===== src/rtl/core/smpq_pkg.sv =====
`timescale 1ns / 1ps
// ----------------------------------------------------------------------------
// smpq_pkg
// Shared constants, codes and types of the stable min priority queue core.
// ----------------------------------------------------------------------------
package smpq_pkg;

    localparam int DEF_CAPACITY   = 16;
    localparam int DEF_DATA_WIDTH = 32;
    localparam int DEF_PRIO_WIDTH = 16;

    localparam int STATUS_WIDTH = 2;

    localparam logic OP_ENQ = 1'b0;
    localparam logic OP_DEQ = 1'b1;

    localparam logic [STATUS_WIDTH-1:0] STATUS_OK    = 2'd0;
    localparam logic [STATUS_WIDTH-1:0] STATUS_FULL  = 2'd1;
    localparam logic [STATUS_WIDTH-1:0] STATUS_EMPTY = 2'd2;

    typedef struct packed {
        logic enq;
        logic deq;
    } smpq_cmd_t;

endpackage


===== src/rtl/core/smpq_cell.sv =====
`timescale 1ns / 1ps
// ----------------------------------------------------------------------------
// smpq_cell
// One slot of the sorted row: holds an entry, decides whether it stays,
// takes the new item, or shifts from a neighbour.
// ----------------------------------------------------------------------------
module smpq_cell
    import smpq_pkg::*;
#(
    parameter int INDEX      = 0,
    parameter int CAPACITY   = DEF_CAPACITY,
    parameter int DATA_WIDTH = DEF_DATA_WIDTH,
    parameter int PRIO_WIDTH = DEF_PRIO_WIDTH,
    localparam int CNT_WIDTH = $clog2(CAPACITY + 1)
)
(
    input  logic                  clk,
    input  smpq_cmd_t             cmd,
    input  logic [CNT_WIDTH-1:0]  count,
    input  logic [DATA_WIDTH-1:0] new_data,
    input  logic [PRIO_WIDTH-1:0] new_prio,
    input  logic                  prev_keep,
    input  logic [DATA_WIDTH-1:0] prev_data,
    input  logic [PRIO_WIDTH-1:0] prev_prio,
    input  logic [DATA_WIDTH-1:0] next_data,
    input  logic [PRIO_WIDTH-1:0] next_prio,
    output logic                  keep,
    output logic [DATA_WIDTH-1:0] data,
    output logic [PRIO_WIDTH-1:0] prio
);

    logic [DATA_WIDTH-1:0] data_reg;
    logic [DATA_WIDTH-1:0] data_next;
    logic [PRIO_WIDTH-1:0] prio_reg;
    logic [PRIO_WIDTH-1:0] prio_next;
    logic                  occupied;

    assign occupied = CNT_WIDTH'(INDEX) < count;
    assign keep     = occupied && (prio_reg <= new_prio);

    always_comb
    begin
        data_next = data_reg;
        prio_next = prio_reg;
        if (cmd.enq && !keep)
        begin
            if (prev_keep)
            begin
                data_next = new_data;
                prio_next = new_prio;
            end
            else
            begin
                data_next = prev_data;
                prio_next = prev_prio;
            end
        end
        else if (cmd.deq)
        begin
            data_next = next_data;
            prio_next = next_prio;
        end
    end

    // entry storage, no reset
    always_ff @(posedge clk)
    begin
        data_reg <= data_next;
        prio_reg <= prio_next;
    end

    assign data = data_reg;
    assign prio = prio_reg;

endmodule


===== src/rtl/core/stable_min_priority_queue_core.sv =====
`timescale 1ns / 1ps
// ----------------------------------------------------------------------------
// stable_min_priority_queue_core
// Bounded priority queue kept sorted in a row of shifting cells.
// ----------------------------------------------------------------------------
// Each request is an enqueue or a dequeue and produces one result in the
// cycle after it is taken. All cells update in parallel when it is taken
// (they hold, take the new item or shift from a neighbour), so a new request
// is accepted every cycle while the result register is free or being read.
// The lowest priority number is at the head; equal priorities leave in
// arrival order. An enqueue into a full queue and a dequeue from an empty
// one are reported in status and leave the queue unchanged.
// ----------------------------------------------------------------------------
module stable_min_priority_queue_core
    import smpq_pkg::*;
#(
    parameter int CAPACITY   = DEF_CAPACITY,
    parameter int DATA_WIDTH = DEF_DATA_WIDTH,
    parameter int PRIO_WIDTH = DEF_PRIO_WIDTH,
    localparam int CNT_WIDTH = $clog2(CAPACITY + 1),
    localparam int IN_BITS   = DATA_WIDTH + PRIO_WIDTH,
    localparam int IN_TW     = ((IN_BITS + 7) / 8) * 8,
    localparam int OUT_BITS  = STATUS_WIDTH + 2 * DATA_WIDTH + 2 * PRIO_WIDTH
                               + CNT_WIDTH + 1,
    localparam int OUT_TW    = ((OUT_BITS + 7) / 8) * 8
)
(
    input  logic              clk,
    input  logic              rst_n,
    input  logic              s_tvalid,
    output logic              s_tready,
    input  logic [IN_TW-1:0]  s_tdata,  // item_data, item_priority
    input  logic              s_tuser,  // opcode
    output logic              m_tvalid,
    input  logic              m_tready,
    output logic [OUT_TW-1:0] m_tdata   // status, removed_data, removed_priority,
                                        // head_data, head_priority, occupancy,
                                        // empty_flag
);

    logic [CNT_WIDTH-1:0]    count_reg;
    logic [CNT_WIDTH-1:0]    count_next;
    logic                    out_valid_reg;
    logic [STATUS_WIDTH-1:0] status_reg;
    logic [DATA_WIDTH-1:0]   rem_data_reg;
    logic [PRIO_WIDTH-1:0]   rem_prio_reg;
    logic [STATUS_WIDTH-1:0] status_next;

    logic                    accept;
    logic                    full;
    logic                    empty;
    smpq_cmd_t               cmd;
    logic [DATA_WIDTH-1:0]   new_data;
    logic [PRIO_WIDTH-1:0]   new_prio;

    logic [CAPACITY-1:0]     cell_keep;
    logic [DATA_WIDTH-1:0]   cell_data [CAPACITY];
    logic [PRIO_WIDTH-1:0]   cell_prio [CAPACITY];

    logic [DATA_WIDTH-1:0]   head_data;
    logic [PRIO_WIDTH-1:0]   head_prio;
    logic [OUT_BITS-1:0]     result;

    assign new_data = s_tdata[DATA_WIDTH-1:0];
    assign new_prio = s_tdata[IN_BITS-1:DATA_WIDTH];

    assign s_tready = !out_valid_reg || m_tready;
    assign accept   = s_tvalid && s_tready;
    assign full     = count_reg == CNT_WIDTH'(CAPACITY);
    assign empty    = count_reg == '0;

    assign cmd.enq = accept && (s_tuser == OP_ENQ) && !full;
    assign cmd.deq = accept && (s_tuser == OP_DEQ) && !empty;

    always_comb
    begin
        count_next = count_reg;
        if (cmd.enq)
        begin
            count_next = count_reg + 1'b1;
        end
        else if (cmd.deq)
        begin
            count_next = count_reg - 1'b1;
        end
    end

    always_comb
    begin
        status_next = STATUS_OK;
        if (s_tuser == OP_ENQ && full)
        begin
            status_next = STATUS_FULL;
        end
        else if (s_tuser == OP_DEQ && empty)
        begin
            status_next = STATUS_EMPTY;
        end
    end

    genvar i;
    generate
        for (i = 0; i < CAPACITY; i++)
        begin : g_cell
            logic                  prev_keep;
            logic [DATA_WIDTH-1:0] prev_data;
            logic [PRIO_WIDTH-1:0] prev_prio;
            logic [DATA_WIDTH-1:0] next_data;
            logic [PRIO_WIDTH-1:0] next_prio;

            if (i == 0)
            begin : g_first
                assign prev_keep = 1'b1;
                assign prev_data = '0;
                assign prev_prio = '0;
            end
            else
            begin : g_mid
                assign prev_keep = cell_keep[i-1];
                assign prev_data = cell_data[i-1];
                assign prev_prio = cell_prio[i-1];
            end

            if (i == CAPACITY - 1)
            begin : g_last
                assign next_data = '0;
                assign next_prio = '0;
            end
            else
            begin : g_inner
                assign next_data = cell_data[i+1];
                assign next_prio = cell_prio[i+1];
            end

            smpq_cell #(
                .INDEX      (i),
                .CAPACITY   (CAPACITY),
                .DATA_WIDTH (DATA_WIDTH),
                .PRIO_WIDTH (PRIO_WIDTH)
            ) u_cell (
                .clk       (clk),
                .cmd       (cmd),
                .count     (count_reg),
                .new_data  (new_data),
                .new_prio  (new_prio),
                .prev_keep (prev_keep),
                .prev_data (prev_data),
                .prev_prio (prev_prio),
                .next_data (next_data),
                .next_prio (next_prio),
                .keep      (cell_keep[i]),
                .data      (cell_data[i]),
                .prio      (cell_prio[i])
            );
        end
    endgenerate

    always_ff @(posedge clk or negedge rst_n)
    begin
        if (!rst_n)
        begin
            count_reg     <= '0;
            out_valid_reg <= 1'b0;
        end
        else
        begin
            count_reg <= count_next;
            if (accept)
            begin
                out_valid_reg <= 1'b1;
            end
            else if (m_tready)
            begin
                out_valid_reg <= 1'b0;
            end
        end
    end

    // result fields of the last request
    always_ff @(posedge clk)
    begin
        if (accept)
        begin
            status_reg   <= status_next;
            rem_data_reg <= cmd.deq ? cell_data[0] : '0;
            rem_prio_reg <= cmd.deq ? cell_prio[0] : '0;
        end
    end

    // head and count only move on an accepted request, so they hold while stalled
    assign head_data = empty ? '0 : cell_data[0];
    assign head_prio = empty ? '0 : cell_prio[0];

    assign result = {empty, count_reg, head_prio, head_data,
                     rem_prio_reg, rem_data_reg, status_reg};

    assign m_tvalid = out_valid_reg;
    assign m_tdata  = OUT_TW'(result);

endmodule

===== config.mk =====
export PLATFORM = sky130hd
export DESIGN_NAME = stable_min_priority_queue_core
export DESIGN_NICKNAME = d
export VERILOG_FILES = /design/src/rtl/core/smpq_pkg.sv /design/src/rtl/core/smpq_cell.sv /design/src/rtl/core/stable_min_priority_queue_core.sv
export SDC_FILE = /design/constraint.sdc
export NUM_CORES = 2
export LEC_CHECK = 0
export BUFFER_PORTS_ARGS = -buffer_cell sky130_fd_sc_hd__buf_2
export CORE_ASPECT_RATIO = 1.5
export CORE_MARGIN = 3
export CORE_UTILIZATION = 45
export CTS_CLUSTER_DIAMETER = 30
export DETAILED_ROUTE_END_ITERATION = 12
export REMOVE_ABC_BUFFERS = 1
export SYNTH_ARGS = -nofsm -noshare
export SYNTH_HDL_FRONTEND = slang
export SYNTH_SLANG_ARGS = --single-unit

===== constraint.sdc =====
create_clock -name clk -period 6.3 [get_ports clk]
set_clock_uncertainty 0.05 [all_clocks]
set_input_delay 1.26 -clock clk [delete_from_list [all_inputs] [get_ports clk]]
set_output_delay 1.26 -clock clk [all_outputs]
set_load 0.03 [all_outputs]

==> results by group <==
Drt
  – Routed Antenna Nets: 0
  – DR iter-0 viols: 2519
  – Routed vias: approximately 35000
  – Wirelength, routed: about 140000 um
  – Via density: 5.92
  – DRT Pass-1 Iters: 5
  – Avg WL per Cell: 23.7 um
  – DRC: 0

Global route
  – Initial antenna violation count: 13
  – First-pass GRT wire length: 214000 um
  – Grt ovf: 0
  – Vias in the first global route: 36500
  – Largest net degree at the start of global routing: 97
  – Total track usage: 0.260

Synthesis
  – FFs w/ async S/R, synth: 0.00728
  – Synth top area share: 0.527
  – Synth Register Bits: 824
  – Mapped Cells: 4410
  – Synth warn: 0
  – Yosys top cell by area: edfxtp_1
  – Synth Flop Type: edfxtp_1
  – Dominant cells by area after synthesis: edfxtp_1, mux2i_1, ha_1, nand2_1, nor2_1
  – Post-synth EDFFs: between 800 and 900
  – Register area share after synthesis: 0.530
  – Synth unique cells: around 70
  – Syn Area/Cell: 10.6 um^2
  – Mapped Area: 46600 um^2

Power and ir drop
  – Power per cell area: approximately 400 nW/um^2
  – Worst vdd ir: 282 uV
  – Switching pwr: 6.97 mW
  – Sequential share of power: 0.346
  – Tot Pwr: 22.2 mW
  – Leakage Power: 22.1 nW
  – P_int: 15.2 mW
  – Switching share of power: 0.314
  – Clock share of power: 0.416
  – Combinational Power Share: 0.238

Worst setup path
  – CP Launch Type: primary input
  – Worst Path Arrival: between 5 and 6 ns
  – R2R cell count: 7
  – Critical path peak fanout: 55
  – Reg-to-Reg End: g_cell[2].u_cell.data[21]
  – WP data required: 6.66 ns
  – Crit end category: register
  – R2R setup slack: ~2.2 ns
  – Worst r2r src: count_reg[1]
  – Crit path kind: primary input to register

Placed design
  – PortBufs: 158
  – DP HPWL: 95100 um
  – DP Area: 49000 um^2
  – GPL Wtd Cong: 0.864
  – DP Cell Count: approximately 5600
  – Place WS: 0.785 ns

Finish
  – Max reg flops: 512
  – Design area: 54800 um^2
  – Commonest non-fill, non-tap cell in the layout: edfxtp_1
  – Synthesis-to-finish area growth: 17.7%
  – Share of cells above drive strength 1: 0.133
  – Non-Filler Instances: 5955
  – Nets: 4808
  – Most frequent cells in the layout: edfxtp_1, nand2_1, mux2i_1

STA
  – Final Max Tran Viols: 0
  – Relative slew slack: 0.248
  – Hold Vio Cnt, Final: 0
  – Final WS setup: 1.47 ns
  – Setup Viol. Count Final: 0
  – Final Cycle Share: 0.766
  – Tmin final: ~4.8 ns
  – Worst Max-Slew Pin Slew: 1.11 ns
  – Fmax: approximately 210 MHz
  – RSZ-0062 raised after global routing: no

Floorplanning
  – Rows: about 140
  – Die Y-Extent: 400 um
  – Chip Width: roughly 270 um
  – Core area: 103000 um^2
  – IO Count: between 150 and 200
  – Die ar.: 108000 um^2
  – Initial Utilization: 0.454

Worst hold path
  – Hold WC Path Type: primary input to async pin

CTS
  – Bufs on Longest Clock Path: 3
  – Clock-pin slew on the worst setup and hold paths: 0.05 ns
  – CTS tree: built
  – Worst skew pair latency: 0.76 ns
  – Total CTS buffers: around 170
  – Clock root buffer: clkbuf_16
  – Clock sink total: 824
  – H-tree Lvls: 4
  – Cts repair resizes: 0
  – Hold Buf Count CTS: 0
  – Total setup buffers inserted after CTS: 0

Status
  – Status: finished, final reports clean

Job
  – Max Cap Viol: 0
## power groups by stage
| stage | sequential (mW) | clock, mW | combinational [mW] |
|---|---|---|---|
| 2_1_floorplan | 7.59 | 0 | 3.78 |
| 3_3_place_gp | 7.78 | 0 | 5.16 |
| 3_5_place_dp | 7.78 | 0 | 5.26 |
| 4_1_cts | 7.69 | 9.36 | 5.28 |
| 5_1_grt | 7.74 | 9.62 | 5.80 |
| 6_report | 7.68 | 9.24 | 5.29 |
## cell type report
type / instances / area, um^2
antenna: 8 / 20.0
clock buffer: 185 / 4270
clock inverter: 119 / 1560
fill: 9150 / 47900
inverter: 44 / 165
multi-input combinational: 3210 / 20600
sequential: 824 / 24700
tap: 1314 / 1640
timing repair buffer: 251 / 1860
## critical path, stage by stage
cell and delay (ns):
buf_2 0.35, inv_1 0.47, ha_1 0.45, nand4_1 0.23, nor4_1 0.69, a21boi_0 0.51
o31a_2 0.26, nand2_4 0.34, nand2_2 0.21, buf_12 0.31
## how the worst max path moves through the flow
stage,startpoint,endpoint,cells after the start
2_1_floorplan,s_tdata[45],g_cell[9].u_cell.data[0],7
3_3_place_gp,s_tdata[43],g_cell[15].u_cell.prio[9],11
3_5_place_dp,s_tdata[44],g_cell[1].u_cell.data[7],10
4_1_cts,s_tdata[43],g_cell[15].u_cell.prio[9],11
5_1_grt,s_tdata[43],g_cell[15].u_cell.data[25],11
6_report,s_tdata[44],g_cell[1].u_cell.data[17],10
## kinds of logic (layout without fill, tap and decap cells)
kind of cell               count (synthesis)  after routing  share of synthesized area
and+or+nand+nor                         1468           1468                      0.132
adders and majority gates                259            259                     0.0695
muxes                                    576            576                      0.125
DFF                                      824            824                      0.530
AOI/OAI and AO/OA                        904            904                      0.108
buffers and inverters                    376            599                     0.0353
xor gates and xnor gates                   3              3                   0.000564
other                                      0              8                          0
## cell usage after synthesis (all sizes together), types with 51 or more instances
cell and n:
a21oi 354, a31oi 195, and2 51, buf 115, clkbuf 217, edfxtp 818
ha 259, mux2i 528, nand2 698, nor2 523, nor2b 62, o21ai 281
## metrics by stage
stage | setup TNS [ns] | util | hold WS, ns
after floorplan | -1668.64 | - | 0.471
after global placement | 0 | 0.477 | 0.453
after detailed placement | 0 | 0.477 | 0.472
after CTS | 0 | 0.534 | 0.220
after global routing | 0 | 0.534 | 0.245
final | 0 | 0.534 | 0.271
## layer usage
metal | wire [um] | track usage
met5 | 46 | 0
met4 | 5230 | 0.106
met3 | 6300 | 0.0430
met2 | 76500 | 0.486
met1 | 53200 | 0.291
Power figures use the tool's default switching activity.
